File: config.mk
export PLATFORM = sky130hd
export DESIGN_NAME = weekly_alarm_slot_table_core
export DESIGN_NICKNAME = d
export VERILOG_FILES = /design/src/rtl/wast_pkg.sv /design/src/rtl/weekly_alarm_slot_table_core.sv
export VERILOG_INCLUDE_DIRS = /design/src /design/src/rtl
export SDC_FILE = /design/constraint.sdc
export NUM_CORES = 1
export LEC_CHECK = 0
export ABC_AREA = 1
export BUFFER_PORTS_ARGS = -buffer_cell sky130_fd_sc_hd__buf_4
export CAP_MARGIN = 20
export CELL_PAD_IN_SITES_DETAIL_PLACEMENT = 0
export CELL_PAD_IN_SITES_GLOBAL_PLACEMENT = 1
export CORE_ASPECT_RATIO = 0.8
export CORE_MARGIN = 2
export CORE_UTILIZATION = 45
export CTS_BUF_LIST = sky130_fd_sc_hd__clkbuf_4
export DETAILED_ROUTE_END_ITERATION = 16
export PLACE_DENSITY = 0.74
export SETUP_SLACK_MARGIN = 0.5
export SYNTH_ARGS = -nofsm -noshare
export SYNTH_HDL_FRONTEND = slang
export SYNTH_SLANG_ARGS = --single-unit
export TNS_END_PERCENT = 10
File: constraint.sdc
create_clock -name clock -period 5.65 [get_ports clock]
set_clock_uncertainty 0.15 [all_clocks]
set_input_delay 0 -clock clock [delete_from_list [all_inputs] [get_ports clock]]
set_output_delay 0 -clock clock [all_outputs]
set_load 0.01 [all_outputs]
File: src/rtl/weekly_alarm_slot_table_core_assert.svh
// Assertion macros for the alarm slot table core.
// Included by rtl/weekly_alarm_slot_table_core.sv; expects clock and reset in scope.
`ifndef WEEKLY_ALARM_SLOT_TABLE_CORE_ASSERT_SVH
`define WEEKLY_ALARM_SLOT_TABLE_CORE_ASSERT_SVH

// Same-cycle implication.
`define WAST_ASSERT_NOW(label, ante, cons, msg) \
   label: assert property (@(posedge clock) disable iff (reset) (ante) |-> (cons)) \
      else $error(msg);

// Next-cycle implication.
`define WAST_ASSERT_NEXT(label, ante, cons, msg) \
   label: assert property (@(posedge clock) disable iff (reset) (ante) |=> (cons)) \
      else $error(msg);

`endif

File: src/rtl/wast_pkg.sv
// Shared constants and codes for the alarm slot table.
// No dependencies; imported by rtl/weekly_alarm_slot_table_core.sv.
package wast_pkg;

   localparam int SLOT_COUNT = 8;
   localparam int SLOT_IDX_W = (SLOT_COUNT > 1) ? $clog2(SLOT_COUNT) : 1;
   localparam int SLOT_CNT_W = $clog2(SLOT_COUNT + 1);

   localparam int KIND_W    = 3;
   localparam int SEL_W     = 6;
   localparam int HOUR_W    = 5;
   localparam int MINUTE_W  = 6;
   localparam int WEEKDAY_W = 3;
   localparam int RPT_W     = 7;
   localparam int STATUS_W  = 2;
   localparam int COUNT_W   = 7;

   typedef enum logic [KIND_W-1:0] {
      KIND_TICK       = 3'd0,
      KIND_ADD        = 3'd1,
      KIND_WRITE      = 3'd2,
      KIND_DELETE     = 3'd3,
      KIND_SET_ENABLE = 3'd4,
      KIND_READ       = 3'd5
   } kind_type;

   typedef enum logic [STATUS_W-1:0] {
      STATUS_OK     = 2'd0,
      STATUS_RANGE  = 2'd1,
      STATUS_FULL   = 2'd2,
      STATUS_UNUSED = 2'd3
   } status_type;

   typedef struct packed {
      logic [HOUR_W-1:0]   hour;
      logic [MINUTE_W-1:0] minute;
      logic [RPT_W-1:0]    rpt;
   } entry_type;

endpackage

File: src/rtl/weekly_alarm_slot_table_core.sv
// Alarm slot table core: slot storage, scan sequencer and result register.
// Depends on rtl/wast_pkg.sv and rtl/weekly_alarm_slot_table_core_assert.svh.
//
// Usage:
//  - req_* carries one command per transfer (tick, add, write, delete, set enable,
//    read). req_ready is high only while the sequencer is idle.
//  - rsp_* returns results; a tick returns one result per fired slot in ascending
//    order (or one empty result), every other command exactly one. rsp_last_item
//    marks the final result of a command.
//  - All work goes through one slot-wide compare/update path stepping one slot per
//    cycle over the slot memory (one read port, registered read data).
//  - Tick: a compare pass over every slot, a summary pass, then a scan over the slots up
//    to the highest fired one with a load for each fired slot (an empty result if none fired).
//  - Add: a free-slot search, an apply step (skipped if the table is full), a summary pass
//    and the result.
//  - Other commands: an apply step, a summary pass and the result.
//  - The result register lets the next command be taken while the last result
//    waits; if the receiver stalls, the sequencer waits before loading a new one.
//  - Reset empties the table at once (used and enable bits clear); no clearing
//    pass is needed.
`include "weekly_alarm_slot_table_core_assert.svh"

module weekly_alarm_slot_table_core (
   input  logic                            clock,
   input  logic                            reset,
   input  logic                            req_valid,
   output logic                            req_ready,
   input  logic [wast_pkg::KIND_W-1:0]     req_kind,
   input  logic [wast_pkg::SEL_W-1:0]      req_slot_sel,
   input  logic [wast_pkg::HOUR_W-1:0]     req_hour_in,
   input  logic [wast_pkg::MINUTE_W-1:0]   req_minute_in,
   input  logic [wast_pkg::WEEKDAY_W-1:0]  req_weekday_in,
   input  logic [wast_pkg::RPT_W-1:0]      req_repeat_in,
   input  logic                            req_enable_in,
   output logic                            rsp_valid,
   input  logic                            rsp_ready,
   output logic                            rsp_fired,
   output logic [wast_pkg::SEL_W-1:0]      rsp_entry_index,
   output logic [wast_pkg::HOUR_W-1:0]     rsp_entry_hour,
   output logic [wast_pkg::MINUTE_W-1:0]   rsp_entry_minute,
   output logic [wast_pkg::RPT_W-1:0]      rsp_entry_repeat,
   output logic                            rsp_entry_enabled,
   output logic [wast_pkg::STATUS_W-1:0]   rsp_status,
   output logic [wast_pkg::COUNT_W-1:0]    rsp_used_count,
   output logic                            rsp_next_found,
   output logic [wast_pkg::SEL_W-1:0]      rsp_next_index,
   output logic                            rsp_last_item
);
   import wast_pkg::*;

   typedef enum logic [2:0] {
      ST_IDLE,
      ST_FIRE,
      ST_FIND,
      ST_APPLY,
      ST_SUM,
      ST_EMIT_SCAN,
      ST_EMIT_LOAD,
      ST_RESP
   } state_type;

   typedef enum logic [1:0] {
      SRC_NONE,
      SRC_REQ,
      SRC_MEM
   } src_type;

   typedef struct packed {
      kind_type               kind;
      logic [SEL_W-1:0]       slot_sel;
      logic [HOUR_W-1:0]      hour;
      logic [MINUTE_W-1:0]    minute;
      logic [WEEKDAY_W-1:0]   weekday;
      logic [RPT_W-1:0]       rpt;
      logic                   enable;
   } req_type;

   typedef struct packed {
      logic                   fired;
      logic [SEL_W-1:0]       index;
      entry_type              entry;
      logic                   enabled;
      status_type             status;
      logic [COUNT_W-1:0]     used_count;
      logic                   next_found;
      logic [SEL_W-1:0]       next_index;
      logic                   last;
   } rsp_type;

   localparam logic [SLOT_IDX_W-1:0] IDX_LAST = SLOT_IDX_W'(SLOT_COUNT - 1);
   localparam logic [SLOT_IDX_W-1:0] IDX_ONE  = SLOT_IDX_W'(1);

   state_type                state_ff, state_in;
   req_type                  req_ff, req_in;
   logic [SLOT_IDX_W-1:0]    idx_ff, idx_in;
   logic [SLOT_IDX_W-1:0]    pipe_idx_ff, pipe_idx_in;
   logic                     pipe_vld_ff, pipe_vld_in;
   logic                     last_iss_ff, last_iss_in;
   logic [SLOT_COUNT-1:0]    used_ff, used_in;
   logic [SLOT_COUNT-1:0]    en_ff, en_in;
   logic [SLOT_COUNT-1:0]    fire_ff, fire_in;
   logic [SLOT_IDX_W-1:0]    scan_ff, scan_in;
   logic [SLOT_CNT_W-1:0]    cnt_ff, cnt_in;
   logic                     nfound_ff, nfound_in;
   logic [SLOT_IDX_W-1:0]    nidx_ff, nidx_in;
   src_type                  src_ff, src_in;
   status_type               st_ff, st_in;
   logic [SEL_W-1:0]         eidx_ff, eidx_in;
   logic                     rsp_valid_ff, rsp_valid_in;
   rsp_type                  rsp_ff, rsp_in;

   entry_type                slot_mem_ff [SLOT_COUNT];
   entry_type                slot_rd_ff;
   entry_type                mem_wdata;
   logic                     mem_we;

   logic                     out_free;
   logic                     in_range;
   logic [RPT_W-1:0]         wbit;
   logic                     match;
   logic [SLOT_COUNT-1:0]    fire_rest;
   kind_type                 acc_kind;

   // slot memory: one port, address is always the current slot index
   always_ff @(posedge clock) begin
      if (mem_we) begin
         slot_mem_ff[idx_ff] <= mem_wdata;
      end
      slot_rd_ff <= slot_mem_ff[idx_ff];
   end

   assign out_free  = !rsp_valid_ff || rsp_ready;
   assign in_range  = {1'b0, req_ff.slot_sel} < (SEL_W + 1)'(SLOT_COUNT);
   assign wbit      = (req_ff.weekday < WEEKDAY_W'(RPT_W)) ?
                      (RPT_W'(1) << req_ff.weekday) : '0;
   assign match     = pipe_vld_ff && used_ff[pipe_idx_ff] && en_ff[pipe_idx_ff]
                      && (slot_rd_ff.hour == req_ff.hour)
                      && (slot_rd_ff.minute == req_ff.minute)
                      && ((slot_rd_ff.rpt == '0) || ((slot_rd_ff.rpt & wbit) != '0));
   assign fire_rest = fire_ff & ~(SLOT_COUNT'(1) << idx_ff);
   assign acc_kind  = kind_type'(req_kind);
   assign mem_wdata = '{hour: req_ff.hour, minute: req_ff.minute, rpt: req_ff.rpt};

   always_comb begin
      state_in     = state_ff;
      req_in       = req_ff;
      idx_in       = idx_ff;
      pipe_idx_in  = pipe_idx_ff;
      pipe_vld_in  = pipe_vld_ff;
      last_iss_in  = last_iss_ff;
      used_in      = used_ff;
      en_in        = en_ff;
      fire_in      = fire_ff;
      scan_in      = scan_ff;
      cnt_in       = cnt_ff;
      nfound_in    = nfound_ff;
      nidx_in      = nidx_ff;
      src_in       = src_ff;
      st_in        = st_ff;
      eidx_in      = eidx_ff;
      rsp_in       = rsp_ff;
      rsp_valid_in = rsp_valid_ff;
      mem_we       = 1'b0;

      if (rsp_valid_ff && rsp_ready) begin
         rsp_valid_in = 1'b0;
      end

      case (state_ff)
         ST_IDLE: begin
            if (req_valid) begin
               req_in      = '{kind: acc_kind, slot_sel: req_slot_sel, hour: req_hour_in,
                               minute: req_minute_in, weekday: req_weekday_in,
                               rpt: req_repeat_in, enable: req_enable_in};
               src_in      = SRC_NONE;
               st_in       = STATUS_OK;
               eidx_in     = '0;
               idx_in      = '0;
               fire_in     = '0;
               pipe_vld_in = 1'b0;
               last_iss_in = 1'b0;
               case (acc_kind)
                  KIND_TICK: begin
                     state_in = ST_FIRE;
                  end
                  KIND_ADD: begin
                     state_in = ST_FIND;
                  end
                  KIND_WRITE, KIND_DELETE, KIND_SET_ENABLE, KIND_READ: begin
                     eidx_in  = req_slot_sel;
                     idx_in   = req_slot_sel[SLOT_IDX_W-1:0];
                     state_in = ST_APPLY;
                  end
                  default: begin
                     state_in = ST_APPLY;
                  end
               endcase
            end
         end

         ST_FIRE: begin
            if (!last_iss_ff) begin
               pipe_vld_in = 1'b1;
               pipe_idx_in = idx_ff;
               if (idx_ff == IDX_LAST) begin
                  last_iss_in = 1'b1;
               end else begin
                  idx_in = idx_ff + IDX_ONE;
               end
            end else begin
               pipe_vld_in = 1'b0;
            end
            if (match) begin
               fire_in[pipe_idx_ff] = 1'b1;
               if (slot_rd_ff.rpt == '0) begin
                  en_in[pipe_idx_ff] = 1'b0;
               end
            end
            if (pipe_vld_ff && (pipe_idx_ff == IDX_LAST)) begin
               pipe_vld_in = 1'b0;
               scan_in     = '0;
               cnt_in      = '0;
               nfound_in   = 1'b0;
               nidx_in     = '0;
               state_in    = ST_SUM;
            end
         end

         ST_FIND: begin
            if (!used_ff[idx_ff]) begin
               state_in = ST_APPLY;
            end else if (idx_ff == IDX_LAST) begin
               st_in     = STATUS_FULL;
               scan_in   = '0;
               cnt_in    = '0;
               nfound_in = 1'b0;
               nidx_in   = '0;
               state_in  = ST_SUM;
            end else begin
               idx_in = idx_ff + IDX_ONE;
            end
         end

         ST_APPLY: begin
            case (req_ff.kind)
               KIND_ADD: begin
                  mem_we          = 1'b1;
                  used_in[idx_ff] = 1'b1;
                  en_in[idx_ff]   = req_ff.enable;
                  src_in          = SRC_REQ;
                  eidx_in         = SEL_W'(idx_ff);
               end
               KIND_WRITE, KIND_DELETE, KIND_SET_ENABLE, KIND_READ: begin
                  if (!in_range) begin
                     st_in = STATUS_RANGE;
                  end else if (req_ff.kind == KIND_WRITE) begin
                     mem_we          = 1'b1;
                     used_in[idx_ff] = 1'b1;
                     en_in[idx_ff]   = req_ff.enable;
                     src_in          = SRC_REQ;
                  end else if (req_ff.kind == KIND_DELETE) begin
                     used_in[idx_ff] = 1'b0;
                     en_in[idx_ff]   = 1'b0;
                  end else if (!used_ff[idx_ff]) begin
                     st_in = STATUS_UNUSED;
                  end else begin
                     if (req_ff.kind == KIND_SET_ENABLE) begin
                        en_in[idx_ff] = req_ff.enable;
                     end
                     src_in = SRC_MEM;
                  end
               end
               default: begin
               end
            endcase
            scan_in   = '0;
            cnt_in    = '0;
            nfound_in = 1'b0;
            nidx_in   = '0;
            state_in  = ST_SUM;
         end

         ST_SUM: begin
            if (used_ff[scan_ff]) begin
               cnt_in = cnt_ff + SLOT_CNT_W'(1);
               if (en_ff[scan_ff] && !nfound_ff) begin
                  nfound_in = 1'b1;
                  nidx_in   = scan_ff;
               end
            end
            if (scan_ff == IDX_LAST) begin
               if ((req_ff.kind == KIND_TICK) && (fire_ff != '0)) begin
                  idx_in   = '0;
                  state_in = ST_EMIT_SCAN;
               end else begin
                  state_in = ST_RESP;
               end
            end else begin
               scan_in = scan_ff + IDX_ONE;
            end
         end

         ST_EMIT_SCAN: begin
            if (fire_ff[idx_ff]) begin
               state_in = ST_EMIT_LOAD;
            end else begin
               idx_in = idx_ff + IDX_ONE;
            end
         end

         ST_EMIT_LOAD: begin
            if (out_free) begin
               rsp_valid_in      = 1'b1;
               rsp_in.fired      = 1'b1;
               rsp_in.index      = SEL_W'(idx_ff);
               rsp_in.entry      = slot_rd_ff;
               rsp_in.enabled    = en_ff[idx_ff];
               rsp_in.status     = STATUS_OK;
               rsp_in.used_count = COUNT_W'(cnt_ff);
               rsp_in.next_found = nfound_ff;
               rsp_in.next_index = SEL_W'(nidx_ff);
               rsp_in.last       = (fire_rest == '0);
               fire_in           = fire_rest;
               if (fire_rest == '0) begin
                  state_in = ST_IDLE;
               end else begin
                  idx_in   = idx_ff + IDX_ONE;
                  state_in = ST_EMIT_SCAN;
               end
            end
         end

         ST_RESP: begin
            if (out_free) begin
               rsp_valid_in      = 1'b1;
               rsp_in.fired      = 1'b0;
               rsp_in.index      = eidx_ff;
               rsp_in.status     = st_ff;
               rsp_in.used_count = COUNT_W'(cnt_ff);
               rsp_in.next_found = nfound_ff;
               rsp_in.next_index = SEL_W'(nidx_ff);
               rsp_in.last       = 1'b1;
               case (src_ff)
                  SRC_REQ: begin
                     rsp_in.entry   = mem_wdata;
                     rsp_in.enabled = req_ff.enable;
                  end
                  SRC_MEM: begin
                     rsp_in.entry   = slot_rd_ff;
                     rsp_in.enabled = en_ff[idx_ff];
                  end
                  default: begin
                     rsp_in.entry   = '0;
                     rsp_in.enabled = 1'b0;
                  end
               endcase
               state_in = ST_IDLE;
            end
         end

         default: begin
            state_in = ST_IDLE;
         end
      endcase
   end

   always_ff @(posedge clock) begin
      if (reset) begin
         state_ff     <= ST_IDLE;
         used_ff      <= '0;
         en_ff        <= '0;
         fire_ff      <= '0;
         pipe_vld_ff  <= 1'b0;
         last_iss_ff  <= 1'b0;
         rsp_valid_ff <= 1'b0;
      end else begin
         state_ff     <= state_in;
         used_ff      <= used_in;
         en_ff        <= en_in;
         fire_ff      <= fire_in;
         pipe_vld_ff  <= pipe_vld_in;
         last_iss_ff  <= last_iss_in;
         rsp_valid_ff <= rsp_valid_in;
      end
      req_ff      <= req_in;
      idx_ff      <= idx_in;
      pipe_idx_ff <= pipe_idx_in;
      scan_ff     <= scan_in;
      cnt_ff      <= cnt_in;
      nfound_ff   <= nfound_in;
      nidx_ff     <= nidx_in;
      src_ff      <= src_in;
      st_ff       <= st_in;
      eidx_ff     <= eidx_in;
      rsp_ff      <= rsp_in;
   end

   assign req_ready         = (state_ff == ST_IDLE);
   assign rsp_valid         = rsp_valid_ff;
   assign rsp_fired         = rsp_ff.fired;
   assign rsp_entry_index   = rsp_ff.index;
   assign rsp_entry_hour    = rsp_ff.entry.hour;
   assign rsp_entry_minute  = rsp_ff.entry.minute;
   assign rsp_entry_repeat  = rsp_ff.entry.rpt;
   assign rsp_entry_enabled = rsp_ff.enabled;
   assign rsp_status        = rsp_ff.status;
   assign rsp_used_count    = rsp_ff.used_count;
   assign rsp_next_found    = rsp_ff.next_found;
   assign rsp_next_index    = rsp_ff.next_index;
   assign rsp_last_item     = rsp_ff.last;

   // a one-shot slot is reported already disabled
   `WAST_ASSERT_NOW(a_oneshot_off, rsp_valid && rsp_fired && (rsp_entry_repeat == '0),
      !rsp_entry_enabled, "fired one-shot slot still enabled")
   `WAST_ASSERT_NOW(a_count_bound, rsp_valid,
      rsp_used_count <= COUNT_W'(SLOT_COUNT), "used count above slot count")
   `WAST_ASSERT_NOW(a_fired_ok, rsp_valid && rsp_fired,
      (rsp_status == STATUS_OK) && (rsp_entry_index < SEL_W'(SLOT_COUNT)),
      "fired result with bad status or index")
   // fire bits are only set during the compare pass
   `WAST_ASSERT_NEXT(a_fire_set, state_ff != ST_FIRE,
      (fire_ff & ~$past(fire_ff)) == '0, "fire mask grew outside compare pass")

endmodule

# Yosys cells after proc, flatten, opt, wreduce, memory -nomap -nowiden
# Memories as Yosys holds them, arrays and structs flattened. A register that Yosys moved wholly into a read port is not among the register bits.
# Index checks and enable logic that the tools add are counted.
[word_totals]
reg_bits = 131
ramBits = 144
input_bits = 35
output_inout_bits = 45
elab_cells = 280
n_memories = 1
[classes]
add_sub_neg = 3
order_cmp = 7
eq_ne = 55
shifts = 2
mux = 118
bitwise = 11
reduce_logical = 49
[memory_table]
columns = ["name", "depth", "width", "read_ports", "rd_clocked_by_memory_dff", "wr", "line", "source"]
rows = [
  ["slot_mem_ff", 8, 18, 1, 1, 1, "weekly_alarm_slot_table_core.sv:112", "entry_type slot_mem_ff [SLOT_COUNT];"],
]
[op_table]
columns = ["operator", "count"]
rows = [
  ["8-bit two-way mux", 13],
  ["43-bit two-way mux", 2],
  ["43-bit case mux with 2 select lines", 1],
  ["3-bit two-way mux", 25],
  ["8-bit case mux with 2 select lines", 3],
  ["2-bit inequality test, second input constant", 19],
  ["19-bit case mux with 2 select lines", 1],
  ["3-bit == test, second input constant", 11],
  ["8-bit bitwise AND", 4],
  ["1-bit two-way mux", 27],
  ["2-bit two-way mux", 13],
  ["8-bit inverter", 3],
  ["3-bit case mux with 4 select lines", 2],
  ["3-bit case mux with 8 select lines", 1],
  ["8-bit case mux with 3 select lines", 1],
  ["1-bit binary-select mux with 3-bit select", 7],
  ["3-bit by 2-bit == test with 1-bit output, second input constant", 6],
  ["6-bit two-way mux", 3],
  ["3-bit inequality test, second input constant", 6],
  ["3-bit case mux with 6 select lines", 1],
  ["4-bit two-way mux", 4],
  ["8-bit bitwise OR", 2],
  ["4-bit case mux with 4 select lines", 1],
  ["7-bit AND reduction", 2],
  ["other kinds (48)", 87],
]

# Logic depth before layout (Yosys ltp)
[logic_depth]
ltp_word = 12
ltp_mapped = 14

# Worst setup path before layout
# No wires, ideal clock.
[synth_path]
kind = "reg-to-reg"
startpoint = "reg state_ff[0]"
endpoint = "reg rsp_ff, in the netlist rsp_entry_enabled, enable pin"
arrival_time_ps = 2575
t_required_ps = 5056
path_slack_ps = 2482
path_stages_with_launch = 5
synth_period_minus_slack_ps = 3168
path_cell_list = "dfxtp_1 buf_4 nand3_1 buf_2 a21oi_1"
[synth_between]
elab_chain_len = 3
word_cells_on_any_way = 6
classes_between = "4 x eq/ne; 2 x reduce/logical"
[synth_lines]
columns = ["item", "line", "source"]
rows = [
  ["start: declaration", "weekly_alarm_slot_table_core.sv:93", "state_type state_ff, state_in;"],
  ["start signal: assignment", "weekly_alarm_slot_table_core.sv:377", "state_ff <= state_in;"],
  ["3-bit == test", "weekly_alarm_slot_table_core.sv:169", "case (state_ff)"],
  ["2-bit inequality test (no line) or 2-bit nonzero test (tied branches)", "n/a", ""],
  ["3-bit AND reduction (no line) (*)", "n/a", ""],
  ["end signal: assignment", "weekly_alarm_slot_table_core.sv:395", "rsp_ff <= rsp_in;"],
  ["end: declaration", "weekly_alarm_slot_table_core.sv:110", "rsp_type rsp_ff, rsp_in;"],
]
# Every way passes the cells marked *; elsewhere a longest branch is shown, timed or not.
# A chain may end at the register's enable or synchronous reset.

# Worst setup path in the final report
[layout_path]
startpoint = "reg state_ff[0]"
endpoint = "mem slot_mem_ff[4][14] in the netlist's numbering, enable pin"
[layout_between]
elab_chain_len = 4
[layout_lines]
columns = ["item", "line", "source"]
rows = [
  ["3-bit by 2-bit == test with 1-bit output", "weekly_alarm_slot_table_core.sv:169", ""],
  ["1-bit two-way mux", "weekly_alarm_slot_table_core.sv:169", ""],
  ["1-bit two-way mux", "weekly_alarm_slot_table_core.sv:126", "if (mem_we) begin"],
  ["1-bit two-way mux (implied by the code)", "weekly_alarm_slot_table_core.sv:127", "slot_mem_ff[idx_ff] <= mem_wdata;"],
  ["end: declaration", "weekly_alarm_slot_table_core.sv:112", ""],
]
# Every way passes these cells.

==> run summary <==
After detailed placement, the design holds a cell count of 1,507. TritonCTS built the clock tree. The overall power after layout came out at 7.000 mW.

After detailed routing, the number of remaining DRC violations is 0. The share of cells above drive strength 1 came out at 18.63%. The H-tree was split into 3 levels.

The origin of the critical flop-to-flop path is state_ff[0]. The post-synthesis sequential area ratio came out at 66.06%. Routability-driven placement finished with a final weighted congestion of roughly 0.88.

The layout-stage area growth over the synthesis result came out at 19.97%. The data required time at the worst endpoint is just under 6 ns. In this run the worst hold path is classified as input pin to flip-flop. Walking the worst path, the cells encountered are nand2_1, nor2_4, inv_2, nor2_1, a21boi_1, nor2_1, buf_4. STA classifies the critical path endpoint as a flip-flop. Setup repair after global routing left no endpoint under its margin. The final number of max-transition violations is 0. The peak supply drop came out at 0.0002647 V. The max capacitance violation total came out at 0.

The arrival time of the worst setup path came out at 3.55 ns. The DRC violation total after the first TritonRoute iteration is 879. The count of unique library cells instantiated by Yosys is between 40 and 50. Setup violations remaining at the end of the flow were counted as 0.

The count of nets left with antenna violations once routing finished came out at 0. In this run the static leakage power is 5.746 nW. The largest fanout on the critical path is 24. The smallest clock period supported by the final layout is computed as approximately 3.3 ns. The total negative setup slack is 0 ns. The share of the clock period used by the worst path came out at 59.17%. The maximum operating frequency came out at 0.2991 GHz. The path with the worst hold slack has its endpoint at idx_ff[2]. The worst setup path is launched from a flip-flop. Once layout is complete, the cells apart from fillers number about 1,700. The final cell area excluding filler cells came out at 14,620 um2. Yosys printed 0 warnings. In this run the cell area measured after placement is roughly 13,000 um2. The via-per-instance ratio is between 5 and 6. Clock tree synthesis selected as its root buffer the cell sky130_fd_sc_hd__clkbuf_4. The floorplan has 53 rows. Synthesis produced a netlist whose cell count is 1,106.

The overall overflow remaining after global route came out at 0. The total detailed-routing wirelength is about 32,000 um. The number of port buffers is 73. The buffer levels on the longest clock path came out at 3.

The CTS clock-pin slew for the worst setup and hold paths is approximately 0.060 ns. The number of hold violations in the final report came out at 0. The final layout net count is 1,337. The placeable core area came out at around 26,000 um2. The post-detailed-placement half-perimeter wirelength came out at 19,910 um. The ratio of total power to cell area came out at 479.0 nW/um2. The number of buffers created by CTS is 73. The netlist area before placement is approximately 12,000 um2. The start point of the worst hold path is req_slot_sel[2].

The actual transition at the worst max-transition pin came out at 1.010 ns. After synthesis the netlist holds a flip-flop and latch count of roughly 280. The die covers 28,410 um2. The first detailed-routing pass took 5 iterations. The number of global-route vias before repair is 8,614. The later pin in the worst-skew pair is clocked with a latency of between 0.7 and 0.8 ns. The maximum number of pins on one net before global-route repair came out at 30. In this run the mean area of a mapped cell was 11.02 um2. The worst hold path depth came out at 4. Counting stages on the worst path, the most repeated cell is sky130_fd_sc_hd__nor2_1.

The via count is 8,929. The cell depth of the worst flop-to-flop path came out at 7. The minimum setup slack among reg-to-reg paths is 2.31 ns. The run finished with clean final reports. After filler insertion, the fill cell instance count of the layout stands at 2,309.

The largest stage delay on the critical path came out at 0.62 ns. The normalized max-slew margin is about a third. The initial standard-cell utilization of the core came out at 46.04%. The chip height is between 150 and 200 um. The I/O pin count is 80. Dividing the detail-routed wire length by the instance count gives ~19 um.

The setup path with the least slack is of type flip-flop to flip-flop. The first global-routing pass estimated 48,610 um of wire. The number of sinks driven by the clock tree came out at 284.

The slowest stage of the critical path is the sky130_fd_sc_hd__nor2_1 cell. The endpoint identified for the worst register-to-register timing path is slot_mem_ff[4][14]. Global routing used 22.82% of the available tracks. The number of antenna violations at the first check in global routing is 1. In this run the horizontal extent of the chip is 188.0 um. The worst hold slack after final layout came out at approximately 0.11 ns.
-- per-stage QoR --
step	util, %	setup WS [ns]
2_1_floorplan	-	2.482
3_3_place_gp	49.24	2.498
3_5_place_dp	49.24	2.365
4_1_cts	55.22	2.315
5_1_grt	55.24	2.048
6_report	55.24	2.307
-- what timing repair did --
action | 4_1_cts | 5_1_grt
hold endpoints to repair | 105 | 0
hold buffers | 65 | 0
setup buffers | 0 | 0
resized for setup | 0 | 0
-- flip-flops by register name, indices dropped and copies added (netlist names), 3 cells and up, named ones only --
| signal | cells |
|---|---|
| rsp_entry_hour | 5 |
| en_ff | 8 |
| state_ff | 3 |
| pipe_idx_ff | 3 |
| rsp_used_count | 4 |
| fire_ff | 8 |
| nidx_ff | 3 |
| rsp_next_index | 3 |
| eidx_ff | 6 |
| mem_wdata | 18 |
| req_ff | 10 |
| rsp_entry_minute | 6 |
| slot_rd_ff | 18 |
| idx_ff | 3 |
| cnt_ff | 4 |
| scan_ff | 3 |
| rsp_entry_repeat | 7 |
| rsp_entry_index | 6 |
| slot_mem_ff | 144 |
-- final cells by class --
type                       count  area, um2  area share, %
clock inverter                23      113.9         0.7790
tap                          357      446.7          3.056
clock buffer                 109      818.3          5.599
multi-input combinational    649       3403          23.29
sequential                   284       8048          55.06
timing repair buffer         149       1281          8.766
antenna                        2      5.005        0.03424
inverter                     133      499.2          3.416
-- cells by family (layout without fill, tap and decap cells) --
logic type	Yosys count	after routing	synth area share (%)
other	1	8	0.03078
DFF	284	284	66.06
xor gates and xnor gates	3	3	0.2157
adders and majority gates	12	12	1.232
buffers and inverters	178	414	6.316
AOI/OAI and AO/OA	205	205	10.82
and+or+nand+nor	423	423	15.32
-- per-layer routing --
metal  vias up  GRT usage, %  part of all wire (%)  wire length [um]
li1       4285             -                     -                 -
met1      4198         33.46                    47             14820
met2       399         33.69                    43             13590
met3        47         5.236                   8.5              2694
met4         0         7.402                   1.9               595
met5         -             0                     0                 0
-- cell usage after synthesis, drive strengths merged --
cell	count	area, um2
o2bb2ai	1	8.760
nand3b	5	37.54
o21a	1	7.510
clkinv	3	11.26
nor2	100	422.9
a21boi	2	15.02
buf	37	240.2
ha	12	150.1
dfxtp	48	960.9
xnor2	1	8.760
xor2	2	17.52
o2111ai	3	26.28
a22oi	21	157.7
and3	1	6.260
o221ai	2	17.52
a221oi	13	113.9
clkbuf	8	30.03
o31ai	1	7.510
nor3	10	60.06
nand3	52	290.3
a21oi	40	211.5
edfxtp	236	7087
nand4	19	118.9
nand2	236	930.9
conb	1	3.750
o311a	8	80.08
a31oi	2	12.51
o211ai	7	52.55
a22o	17	148.9
o21ai	68	340.3
o22ai	19	118.9
inv	130	488.0
-- worst max-delay path by stage --
stage | depth (start not counted) | from | end | slack [ns]
after floorplan | 4 | state_ff[0] | rsp_entry_enabled | 2.48
after global placement | 7 | state_ff[0] | slot_mem_ff[4][5] | 2.50
after detailed placement | 7 | state_ff[0] | slot_mem_ff[4][5] | 2.36
final | 7 | state_ff[0] | slot_mem_ff[4][14] | 2.31
after global routing | 7 | state_ff[0] | slot_mem_ff[4][14] | 2.05
after CTS | 7 | state_ff[0] | slot_mem_ff[4][14] | 2.31
-- where the power goes --
part	switching, mW	total [mW]	internal (mW)
Clock	0.856	1.75	0.894
Combinational	1.44	2.14	0.702
Sequential	0.360	3.11	2.75
-- critical path: cells and delay by family (launching register included) --
family / cells / cell delay, ns
AND/OR/NAND/NOR: 4 / 1.45
flip-flops: 1 / 0.58
buffers and inverters: 2 / 0.56
AO/OA/AOI/OAI: 1 / 0.26
-- cell usage in the layout, fill, tap and decap left out, drive strengths merged --
cell type and count:
edfxtp 236, nand2 236, inv 133, clkbuf 109
nor2 100, buf 84, o21ai 68, dlygate4sd3 65
nand3 52, dfxtp 48, a21oi 40, a22oi 21
clkinv 20, nand4 19, o22ai 19, a22o 17
a221oi 13, ha 12, nor3 10, o311a 8
o211ai 7, conb 6, nand3b 5, o2111ai 3
clkinvlp 3, diode 2, xor2 2, o221ai 2
a31oi 2, a21boi 2, o2bb2ai 1, o31ai 1
and3 1, o21a 1, xnor2 1
No activity file was read; power rests on OpenSTA's default activity.
